==> config.mk <==
export PLATFORM = sky130hd
export DESIGN_NAME = barometer_compensation
export DESIGN_NICKNAME = d
export VERILOG_FILES = /design/src/design/baro_pkg.sv /design/src/design/baro_div.sv /design/src/design/barometer_compensation.sv
export SDC_FILE = /design/constraint.sdc
export NUM_CORES = 2
export LEC_CHECK = 0
export BUFFER_PORTS_ARGS = -buffer_cell sky130_fd_sc_hd__buf_2
export CORE_ASPECT_RATIO = 1.75
export CORE_UTILIZATION = 40
export DETAILED_ROUTE_END_ITERATION = 7
export MAX_ROUTING_LAYER = met4
export PLACE_DENSITY_LB_ADDON = 0.3
export SLEW_MARGIN = 20
export SYNTH_ARGS = -nofsm -noshare
export SYNTH_HDL_FRONTEND = slang
export SYNTH_SLANG_ARGS = --single-unit
==> constraint.sdc <==
create_clock -name clk -period 22.2 [get_ports clk]
set_clock_uncertainty 0.05 [all_clocks]
set_input_delay 1.11 -clock clk [delete_from_list [all_inputs] [get_ports clk]]
set_output_delay 1.11 -clock clk [all_outputs]
set_load 0.01 [all_outputs]
==> src/design/baro_pkg.sv <==
package baro_pkg;

  localparam int unsigned DataW = 32;
  localparam int unsigned RawW  = 24;
  localparam int unsigned TempW = 16;
  localparam int unsigned PresW = 17;
  localparam int unsigned IdxW  = 4;

  localparam logic [DataW-1:0] B6Offset  = 32'd4000;
  localparam logic [DataW-1:0] B4Offset  = 32'd32768;
  localparam logic [DataW-1:0] PresBase  = 32'd50000;
  localparam logic [DataW-1:0] PresC1    = 32'd3038;
  localparam logic [DataW-1:0] PresC2    = 32'hFFFF_E343;  // -7357
  localparam logic [DataW-1:0] PresC3    = 32'd3791;
  localparam logic [PresW-1:0] PresMax   = 17'h1FFFF;

  typedef enum logic [IdxW-1:0] {
    REG_AC1     = 4'd0,
    REG_AC2     = 4'd1,
    REG_AC3     = 4'd2,
    REG_AC4     = 4'd3,
    REG_AC5_AC6 = 4'd4,
    REG_B1_B2   = 4'd5,
    REG_MC_MD   = 4'd6,
    REG_OSS     = 4'd7
  } reg_idx_t;

  typedef enum logic {
    CMD_TEMP = 1'b0,
    CMD_PRES = 1'b1
  } cmd_t;

  typedef enum logic [4:0] {
    ST_IDLE,
    ST_T_MUL,
    ST_T_DEN,
    ST_T_DIV,
    ST_T_FIN,
    ST_P_SQ,
    ST_P_X1A,
    ST_P_X2A,
    ST_P_B3,
    ST_P_X1B,
    ST_P_X2B,
    ST_P_X3,
    ST_P_B4,
    ST_P_B7,
    ST_P_CHK,
    ST_P_DIV,
    ST_P_SQP,
    ST_P_M1,
    ST_P_M2,
    ST_P_FIN,
    ST_DONE
  } state_t;

  typedef struct packed {
    logic             start;
    logic [DataW-1:0] dividend;
    logic [DataW-1:0] divisor;
  } div_req_t;

  typedef struct packed {
    logic             busy;
    logic             done;
    logic [DataW-1:0] quotient;
  } div_rsp_t;

  function automatic logic [DataW-1:0] asr(input logic [DataW-1:0] x, input int unsigned n);
    logic signed [DataW-1:0] s;
    s = $signed(x) >>> n;
    return s;
  endfunction

  function automatic logic [DataW-1:0] sx16(input logic [15:0] v);
    return {{16{v[15]}}, v};
  endfunction

endpackage

==> src/design/baro_div.sv <==
module baro_div
  import baro_pkg::*;
(
  input  logic     clk,
  input  logic     rst_n,
  input  div_req_t req,
  output div_rsp_t rsp
);

  logic [DataW-1:0] rem_r, rem_nxt;
  logic [DataW-1:0] quo_r, quo_nxt;
  logic [DataW-1:0] den_r;
  logic [4:0]       cnt_r;
  logic             busy_r, done_r;
  logic [DataW:0]   trial;
  logic [DataW:0]   diff;

  // one restoring step per cycle, dividend bits shift out as quotient bits shift in
  always_comb begin
    trial = {rem_r, quo_r[DataW-1]};
    diff  = trial - {1'b0, den_r};
    if (!diff[DataW]) begin
      rem_nxt = diff[DataW-1:0];
      quo_nxt = {quo_r[DataW-2:0], 1'b1};
    end else begin
      rem_nxt = trial[DataW-1:0];
      quo_nxt = {quo_r[DataW-2:0], 1'b0};
    end
  end

  always_ff @(posedge clk) begin
    if (!rst_n) begin
      busy_r <= 1'b0;
      done_r <= 1'b0;
      cnt_r  <= '0;
    end else begin
      done_r <= 1'b0;
      if (req.start && !busy_r) begin
        busy_r <= 1'b1;
        cnt_r  <= '0;
      end else if (busy_r) begin
        cnt_r <= cnt_r + 5'd1;
        if (cnt_r == 5'd31) begin
          busy_r <= 1'b0;
          done_r <= 1'b1;
        end
      end
    end
  end

  always_ff @(posedge clk) begin
    if (req.start && !busy_r) begin
      rem_r <= '0;
      quo_r <= req.dividend;
      den_r <= req.divisor;
    end else if (busy_r) begin
      rem_r <= rem_nxt;
      quo_r <= quo_nxt;
    end
  end

  assign rsp.busy     = busy_r;
  assign rsp.done     = done_r;
  assign rsp.quotient = quo_r;

  a_done_after_busy: assert property (@(posedge clk) disable iff (!rst_n)
    done_r |-> $past(busy_r) && !busy_r)
    else $error("divider done without a run");
  a_busy_len: assert property (@(posedge clk) disable iff (!rst_n)
    busy_r && cnt_r != 5'd31 |=> busy_r)
    else $error("divider stopped early");

endmodule

==> src/design/barometer_compensation.sv <==
// Channel | Dir | Fields (low bit first)                              | Accept
// in_     | in  | tuser: cmd; tdata: raw_value[23:0]                  | tvalid & tready
// out_    | out | tuser: result_kind, error; tdata: temp[15:0], pres  | tvalid & tready
// cfg_    | in  | index, wdata[31:0]                                   | wr_en
// A temperature or pressure word shows on out_ after accept; one shared 32x32 multiplier
// does the products and the 32-step serial divider does the one division of each word.
// A zero divisor ends the run early with the error bit set.
// in_tready is high only in the idle state; a new word may enter while a result waits.
// Reset is synchronous, active low; it clears calibration, B5 and all control state.
// Output stalls hold the finished result; the sequencer waits until the output register is free.
module barometer_compensation
  import baro_pkg::*;
(
  input  logic                clk,
  input  logic                rst_n,
  input  logic                in_tvalid,
  output logic                in_tready,
  input  logic [RawW-1:0]     in_tdata,   // raw_value[23:0]
  input  logic                in_tuser,   // cmd
  output logic                out_tvalid,
  input  logic                out_tready,
  output logic [39:0]         out_tdata,  // temperature_tenths[15:0], pressure_pa[32:16], pad
  output logic [1:0]          out_tuser,  // result_kind[0], error[1]
  input  logic                cfg_wr_en,
  input  logic [IdxW-1:0]     cfg_index,
  input  logic [DataW-1:0]    cfg_wdata
);

  logic [15:0]      ac1_r, ac2_r, ac3_r, ac4_r;
  logic [DataW-1:0] ac56_r, b12_r, mcmd_r;
  logic [1:0]       oss_r;

  state_t           state_r, state_nxt;
  logic             kind_r, err_r, neg_r;
  logic [DataW-1:0] a_r, x1_r, t_r, b6_r, sq_r, b3_r, add_r, b4_r, b7_r, p_r, ti_r;
  logic [RawW-1:0]  up_r;
  logic [TempW-1:0] temp_r;
  logic [PresW-1:0] pres_r;
  logic             out_valid_r;
  logic [TempW-1:0] out_temp_r;
  logic [PresW-1:0] out_pres_r;
  logic             out_kind_r, out_err_r;

  logic [DataW-1:0] mul_a, mul_b, prod;
  logic [DataW-1:0] den, mc_num, tsum, tval, b3sum, b3sh, pfin;
  logic [DataW-1:0] quo_s;
  logic             in_acc, out_free;
  div_req_t         div_req;
  div_rsp_t         div_rsp;

  assign in_acc   = in_tvalid && in_tready;
  assign out_free = !out_valid_r || out_tready;

  always_ff @(posedge clk) begin
    if (!rst_n) begin
      ac1_r <= '0; ac2_r <= '0; ac3_r <= '0; ac4_r <= '0;
      ac56_r <= '0; b12_r <= '0; mcmd_r <= '0; oss_r <= '0;
    end else if (cfg_wr_en) begin
      case (cfg_index)
        REG_AC1:     ac1_r  <= cfg_wdata[15:0];
        REG_AC2:     ac2_r  <= cfg_wdata[15:0];
        REG_AC3:     ac3_r  <= cfg_wdata[15:0];
        REG_AC4:     ac4_r  <= cfg_wdata[15:0];
        REG_AC5_AC6: ac56_r <= cfg_wdata;
        REG_B1_B2:   b12_r  <= cfg_wdata;
        REG_MC_MD:   mcmd_r <= cfg_wdata;
        REG_OSS:     oss_r  <= cfg_wdata[1:0];
        default: ;
      endcase
    end
  end

  always_comb begin
    state_nxt = state_r;
    unique case (state_r)
      ST_IDLE:  if (in_acc) state_nxt = (in_tuser == CMD_TEMP) ? ST_T_MUL : ST_P_SQ;
      ST_T_MUL: state_nxt = ST_T_DEN;
      ST_T_DEN: state_nxt = (den == '0) ? ST_DONE : ST_T_DIV;
      ST_T_DIV: if (div_rsp.done) state_nxt = ST_T_FIN;
      ST_T_FIN: state_nxt = ST_DONE;
      ST_P_SQ:  state_nxt = ST_P_X1A;
      ST_P_X1A: state_nxt = ST_P_X2A;
      ST_P_X2A: state_nxt = ST_P_B3;
      ST_P_B3:  state_nxt = ST_P_X1B;
      ST_P_X1B: state_nxt = ST_P_X2B;
      ST_P_X2B: state_nxt = ST_P_X3;
      ST_P_X3:  state_nxt = ST_P_B4;
      ST_P_B4:  state_nxt = ST_P_B7;
      ST_P_B7:  state_nxt = ST_P_CHK;
      ST_P_CHK: state_nxt = (b4_r == '0) ? ST_DONE : ST_P_DIV;
      ST_P_DIV: if (div_rsp.done) state_nxt = ST_P_SQP;
      ST_P_SQP: state_nxt = ST_P_M1;
      ST_P_M1:  state_nxt = ST_P_M2;
      ST_P_M2:  state_nxt = ST_P_FIN;
      ST_P_FIN: state_nxt = ST_DONE;
      ST_DONE:  if (out_free) state_nxt = ST_IDLE;
      default:  state_nxt = ST_IDLE;
    endcase
  end

  // operand select for the shared multiplier and the divider launch
  always_comb begin
    mul_a = '0;
    mul_b = '0;
    div_req.start    = 1'b0;
    div_req.dividend = '0;
    div_req.divisor  = '0;
    in_tready = (state_r == ST_IDLE);
    unique case (state_r)
      ST_T_MUL: begin mul_a = a_r;  mul_b = {16'b0, ac56_r[31:16]}; end
      ST_T_DEN: begin
        div_req.start    = (den != '0);
        div_req.dividend = mcmd_r[31] ? -mc_num : mc_num;
        div_req.divisor  = den[31] ? -den : den;
      end
      ST_P_SQ:  begin mul_a = b6_r; mul_b = b6_r; end
      ST_P_X1A: begin mul_a = sx16(b12_r[15:0]); mul_b = sq_r; end
      ST_P_X2A: begin mul_a = sx16(ac2_r); mul_b = b6_r; end
      ST_P_X1B: begin mul_a = sx16(ac3_r); mul_b = b6_r; end
      ST_P_X2B: begin mul_a = sx16(b12_r[31:16]); mul_b = sq_r; end
      ST_P_B4:  begin mul_a = {16'b0, ac4_r}; mul_b = add_r; end
      ST_P_B7:  begin mul_a = a_r; mul_b = PresBase >> oss_r; end
      ST_P_CHK: begin
        div_req.start    = (b4_r != '0);
        div_req.dividend = b7_r[31] ? b7_r : {b7_r[30:0], 1'b0};
        div_req.divisor  = b4_r;
      end
      ST_P_SQP: begin mul_a = asr(p_r, 8); mul_b = asr(p_r, 8); end
      ST_P_M1:  begin mul_a = x1_r; mul_b = PresC1; end
      ST_P_M2:  begin mul_a = PresC2; mul_b = p_r; end
      default: ;
    endcase
  end

  assign prod   = mul_a * mul_b;
  assign den    = x1_r + sx16(mcmd_r[15:0]);
  assign mc_num = {{5{mcmd_r[31]}}, mcmd_r[31:16], 11'b0};
  assign quo_s  = neg_r ? -div_rsp.quotient : div_rsp.quotient;
  assign tsum   = ti_r + 32'd8;
  assign tval   = asr(tsum, 4);
  assign b3sum  = (sx16(ac1_r) << 2) + x1_r + t_r;
  assign b3sh   = b3sum << oss_r;
  assign pfin   = p_r + asr(x1_r + t_r + PresC3, 4);

  always_ff @(posedge clk) begin
    if (!rst_n) begin
      ti_r <= '0;
    end else if (state_r == ST_T_DIV && div_rsp.done) begin
      ti_r <= x1_r + quo_s;
    end
  end

  always_ff @(posedge clk) begin
    unique case (state_r)
      ST_IDLE: begin
        kind_r <= in_tuser;
        err_r  <= 1'b0;
        temp_r <= '0;
        pres_r <= '0;
        a_r    <= {16'b0, in_tdata[15:0]} - {16'b0, ac56_r[15:0]};
        b6_r   <= ti_r - B6Offset;
        up_r   <= in_tdata >> (4'd8 - {2'b00, oss_r});
      end
      ST_T_MUL: x1_r <= asr(prod, 15);
      ST_T_DEN: begin
        err_r <= (den == '0);
        neg_r <= mcmd_r[31] ^ den[31];
      end
      ST_T_FIN: begin
        if ($signed(tval) > 32'sd32767)       temp_r <= 16'h7FFF;
        else if ($signed(tval) < -32'sd32768) temp_r <= 16'h8000;
        else                                  temp_r <= tval[15:0];
      end
      ST_P_SQ:  sq_r <= asr(prod, 12);
      ST_P_X1A: x1_r <= asr(prod, 11);
      ST_P_X2A: t_r  <= asr(prod, 11);
      ST_P_B3:  b3_r <= asr(b3sh + 32'd2, 2);
      ST_P_X1B: x1_r <= asr(prod, 13);
      ST_P_X2B: t_r  <= asr(prod, 16);
      ST_P_X3:  add_r <= asr(x1_r + t_r + 32'd2, 2) + B4Offset;
      ST_P_B4: begin
        b4_r <= prod >> 15;
        a_r  <= {8'b0, up_r} - b3_r;
      end
      ST_P_B7:  b7_r <= prod;
      ST_P_CHK: err_r <= (b4_r == '0);
      ST_P_DIV: if (div_rsp.done) begin
        p_r <= b7_r[31] ? {div_rsp.quotient[30:0], 1'b0} : div_rsp.quotient;
      end
      ST_P_SQP: x1_r <= prod;
      ST_P_M1:  x1_r <= asr(prod, 16);
      ST_P_M2:  t_r  <= asr(prod, 16);
      ST_P_FIN: begin
        if (pfin[31])                            pres_r <= '0;
        else if (pfin > {15'b0, PresMax})        pres_r <= PresMax;
        else                                     pres_r <= pfin[PresW-1:0];
      end
      default: ;
    endcase
  end

  always_ff @(posedge clk) begin
    if (!rst_n) begin
      state_r     <= ST_IDLE;
      out_valid_r <= 1'b0;
    end else begin
      state_r <= state_nxt;
      if (state_r == ST_DONE && out_free) out_valid_r <= 1'b1;
      else if (out_tready)                out_valid_r <= 1'b0;
    end
  end

  always_ff @(posedge clk) begin
    if (state_r == ST_DONE && out_free) begin
      out_kind_r <= kind_r;
      out_err_r  <= err_r;
      out_temp_r <= temp_r;
      out_pres_r <= pres_r;
    end
  end

  baro_div u_div (
    .clk   (clk),
    .rst_n (rst_n),
    .req   (div_req),
    .rsp   (div_rsp)
  );

  assign out_tvalid = out_valid_r;
  assign out_tdata  = {7'b0, out_pres_r, out_temp_r};
  assign out_tuser  = {out_err_r, out_kind_r};

  a_start_idle_div: assert property (@(posedge clk) disable iff (!rst_n)
    div_req.start |-> !div_rsp.busy)
    else $error("divider launched while busy");
  a_accept_leaves_idle: assert property (@(posedge clk) disable iff (!rst_n)
    in_acc |=> state_r != ST_IDLE)
    else $error("sequencer stayed idle after accept");
  a_err_zero: assert property (@(posedge clk) disable iff (!rst_n)
    out_tvalid && out_err_r |-> out_temp_r == '0 && out_pres_r == '0)
    else $error("error result carries data");
  a_kind_fields: assert property (@(posedge clk) disable iff (!rst_n)
    out_tvalid |-> (out_kind_r == CMD_TEMP && out_pres_r == '0) ||
                   (out_kind_r == CMD_PRES && out_temp_r == '0))
    else $error("unused result field not zero");

endmodule
==> flow_summary.json <==
{
  "status": "complete, but fails checks",
  "violations": "design-rule violations",
  "die_h_um": 523,
  "die-area_sq_um": 157000,
  "timing.rr.start": "state_r[4]$_SDFFE_PN0P_",
  "synth-main-ff-cell": "edfxtp_1",
  "critPathArrivalTime_ns": 11.80,
  "clock_power_share_pct": 12.2,
  "synth-async-reset-ratio_pct": 0,
  "cts_made_buffers": 71,
  "cts_root_buffer": "clkbuf_16",
  "crit_buf_inv": 13,
  "r2r_slack_ns": 10.83,
  "globalRouteOverflowTotal": 0,
  "path_max_fanout": 60,
  "clock_path_buffers": 3,
  "swShare_pct": 54.5,
  "grt_usage_pct": 36.5,
  "hpwl_um": 216000,
  "antenna_found_initial": 29,
  "portBuffers": 102,
  "fin_tns_setup_ns": 0,
  "hold_buffers": 0,
  "wl_met3_um": 19500,
  "combPwrFrac_pct": 67.9,
  "routed_via_density": 6.10,
  "dr.max_layer_used": "met4",
  "yosysTopAreaCell": "edfxtp_1",
  "power-per-cell-area_nw_per_um2": 161,
  "timing.rr.end": "x1_r[15]$_DFFE_PP_",
  "slew_violations": 0,
  "fin_ws_ns": 10.83,
  "rr_worst_depth": 39,
  "clock-sinks": 676,
  "htreeDepth": 3,
  "met2_length_um": 130000,
  "grt_max_degree": 75,
  "path_delay_family": "adder cells",
  "ios": 110,
  "vdd_drop_max_mv": 0.135,
  "mappedNetlistArea_sq_um": 61900,
  "drcViolationCount": 5,
  "crit_top_cell": "inv_1",
  "routed_wl_um": 277000,
  "fin_crit_sh_pct": 51.2,
  "dr.pass1.iters": 8,
  "setup_viol": 0,
  "drtIter0Drc": 5489,
  "synth_xor_area_share_pct": 6.53,
  "start_kind": "flop",
  "core.rowCount": 190,
  "nFillCells": 15000,
  "drt-met1-wl_um": 92800,
  "post_cts_buffers": 0,
  "relSlewSlack_pct": 10.7,
  "layout-drive-gt1-share_pct": 8.19,
  "clkTransAtPathRegs_ns": 0.07,
  "yosys_warnings": 0,
  "synth-compound-area-share_pct": 15.6,
  "wire_per_inst_um": 30.6,
  "start_util_pct": 40.4,
  "min_period_ns": 11.37,
  "power_frac_seq_pct": 19.8,
  "dp_slack_ns": 11.05,
  "postSynthAreaPerCell_sq_um": 8.86,
  "ys_seq_area_share_pct": 28.9,
  "synth-edff-count": 437,
  "synthMuxAreaShare_pct": 3.27,
  "vias": 55400,
  "synthAdderAreaFrac_pct": 21.8,
  "critPathKind": "reg -> reg",
  "fp.dieW_um": 299,
  "grt_pass1_vias": 54700,
  "p_int_mw": 4.95,
  "max_stage_delay_ns": 0.72,
  "final_core_util_pct": 44.2,
  "worst_pin_slew_ns": 1.34,
  "yosys-top-cells-area": "edfxtp_1 21%, fa_1 14%, dfxtp_1 7.7%, ha_1 7.4%, nand2_1 5.4%",
  "clk_latency_ns": 0.74,
  "crit_path_end_kind": "flop",
  "whs_endpoint": "out_pres_r[12]$_DFFE_PP_",
  "power.leakage_nw": 28.0,
  "antenna_left": 0,
  "synth_top_area_share_pct": 21.2,
  "power_switching_mw": 5.93,
  "grt_pass1_wl_um": 392000,
  "yosys.area_share.simple_pct": 17.4,
  "hp-class": "reg -> reg",
  "synthToLayoutAreaGrowth_pct": 9.37,
  "cts_tree": "yes",
  "crit_path_top_delay_cell": "xor2_1",
  "ys_ff_latch": 676,
  "rsz0062_at_grt": "false",
  "required_ns": 22.63,
  "cts_resized": 0,
  "hold_depth": 0,
  "min_from": "pres_r[12]$_SDFFCE_PP0P_",
  "fmax_ghz": 0.0879,
  "hold_viol": 0,
  "gp_congestion": 1.15,
  "maxCapViolations": 0,
  "core_area_sq_um": 153000,
  "layout.nets": 7850,
  "synth_cells": 6992,
  "ys_types": 108,
  "synth_top_family_by_area": "adder cells"
}
[state kept, by name (all words and copies together) (netlist names), 24 cells and up]
signal,cells
ti_r,32
u_div.quo_r,32
b12_r,32
a_r,31
b6_r,32
ac56_r,32
mcmd_r,32
u_div.rem_r,32
u_div.den_r,32
b7_r,32
up_r,24
add_r,31
p_r,32
b3_r,30
x1_r,32
[final cells by class]
type	count	area, sq um	area share (%)
Multi-Input combinational cell	5278	40500	59.7
Sequential cell	676	17900	26.4
Inverter	690	2600	3.83
Tap cell	2016	2520	3.72
Clock buffer	91	1990	2.93
Timing Repair Buffer	256	1680	2.48
Clock inverter	41	522	0.770
Antenna cell	27	67.6	0.0997
[through the flow]
stage / hold slack [ns] / total power [mW] / cells / instance area, sq um
final: 0.367 / 10.9 / 9075 / 67800
after floorplan: 0.350 / 6.45 / 7002 / 62000
after global placement: 0.353 / 9.28 / 8913 / 65100
after detailed placement: 0.355 / 9.32 / 8914 / 65100
after CTS: 0.366 / 10.7 / 9046 / 67600
after global routing: 0.383 / 11.3 / 9067 / 67700
[how the worst max path moves through the flow]
stage / from / endpoint / slack (ns) / cells past startpoint
after CTS: state_r[4]$_SDFFE_PN0P_ / x1_r[15]$_DFFE_PP_ / 11.04 / 39
after floorplan: state_r[2]$_SDFFE_PN0P_ / x1_r[15]$_DFFE_PP_ / 12.01 / 38
after detailed placement: state_r[4]$_SDFFE_PN0P_ / x1_r[15]$_DFFE_PP_ / 11.05 / 39
final: state_r[4]$_SDFFE_PN0P_ / x1_r[15]$_DFFE_PP_ / 10.83 / 39
after global placement: state_r[4]$_SDFFE_PN0P_ / x1_r[15]$_DFFE_PP_ / 11.20 / 39
after global routing: state_r[4]$_SDFFE_PN0P_ / x1_r[15]$_DFFE_PP_ / 10.47 / 39
[cells in the final DEF, fill, tap and decap left out, types with 63 or more instances in the layout]
cell	synthesis	final
nand2b_1	63	63
fa_1	445	445
a21o_1	101	101
nor2_1	593	585
ha_1	366	365
nand2_1	887	887
nand4_1	64	64
o21ai_0	269	267
xor2_1	151	147
inv_1	686	686
buf_2	23	102
mux2i_1	137	137
buf_4	10	151
dfxtp_1	239	236
nand3_1	196	196
and3_1	76	76
nor3_1	112	102
a21oi_1	471	469
edfxtp_1	437	437
xnor2_1	298	294
clkbuf_16	0	74
[Yosys cell counts, types with 27 or more instances]
cell type,n
nand4_1,64
nor2_1,593
ha_1,366
nand2_1,887
nand2b_1,63
a222oi_1,27
and2_1,45
and3_1,76
a211oi_1,51
mux2i_1,137
or3_1,41
o31ai_1,46
xor2_1,151
o21a_1,42
a31oi_1,44
a21oi_1,471
a22o_1,28
nor2b_1,56
nor3_1,112
o2bb2ai_1,41
o21ai_0,269
nor4_1,32
fa_1,445
or2_2,38
o21bai_1,35
o211ai_1,36
inv_1,686
dfxtp_1,239
mux2_2,46
edfxtp_1,437
xnor2_1,298
a21o_1,101
nand3_1,196
clkbuf_1,285
buf_1,37
[worst register-to-register path, delay by kind of cell, from the launching register on]
| family | cells | cell delay (ns) |
|---|---|---|
| xor+xnor | 1 | 0.73 |
| buf+inv | 13 | 2.36 |
| flops | 1 | 0.31 |
| fa+ha+maj | 9 | 3.82 |
| simple gates | 7 | 1.17 |
| compound gates | 9 | 2.71 |
[metal layers]
layer / global-route usage (%) / up-vias
met2: 58.2 / 2921
met5: - / -
met3: 7.11 / 1090
li1: - / 24200
met1: 36.9 / 27200
met4: 36.3 / 0
[power groups by stage]
stage / clock [mW] / combinational (mW) / sequential, mW
CTS: 1.34 / 7.21 / 2.13
global route: 1.38 / 7.82 / 2.15
detailed placement: 0 / 7.16 / 2.16
global placement: 0 / 7.12 / 2.16
finish: 1.33 / 7.39 / 2.15
floorplan: 0 / 4.47 / 1.98
[cells by family (layout without fill, tap and decap cells)]
kind of cell | Yosys count | count (layout)
simple gates | 2331 | 2331
other cells | 1 | 38
buf+inv | 1048 | 1078
compound gates | 1475 | 1475
xor+xnor | 455 | 455
flops | 676 | 676
mux | 195 | 195
fa+ha+maj | 811 | 811
Note: power is estimated with default switching activity, not from simulation.
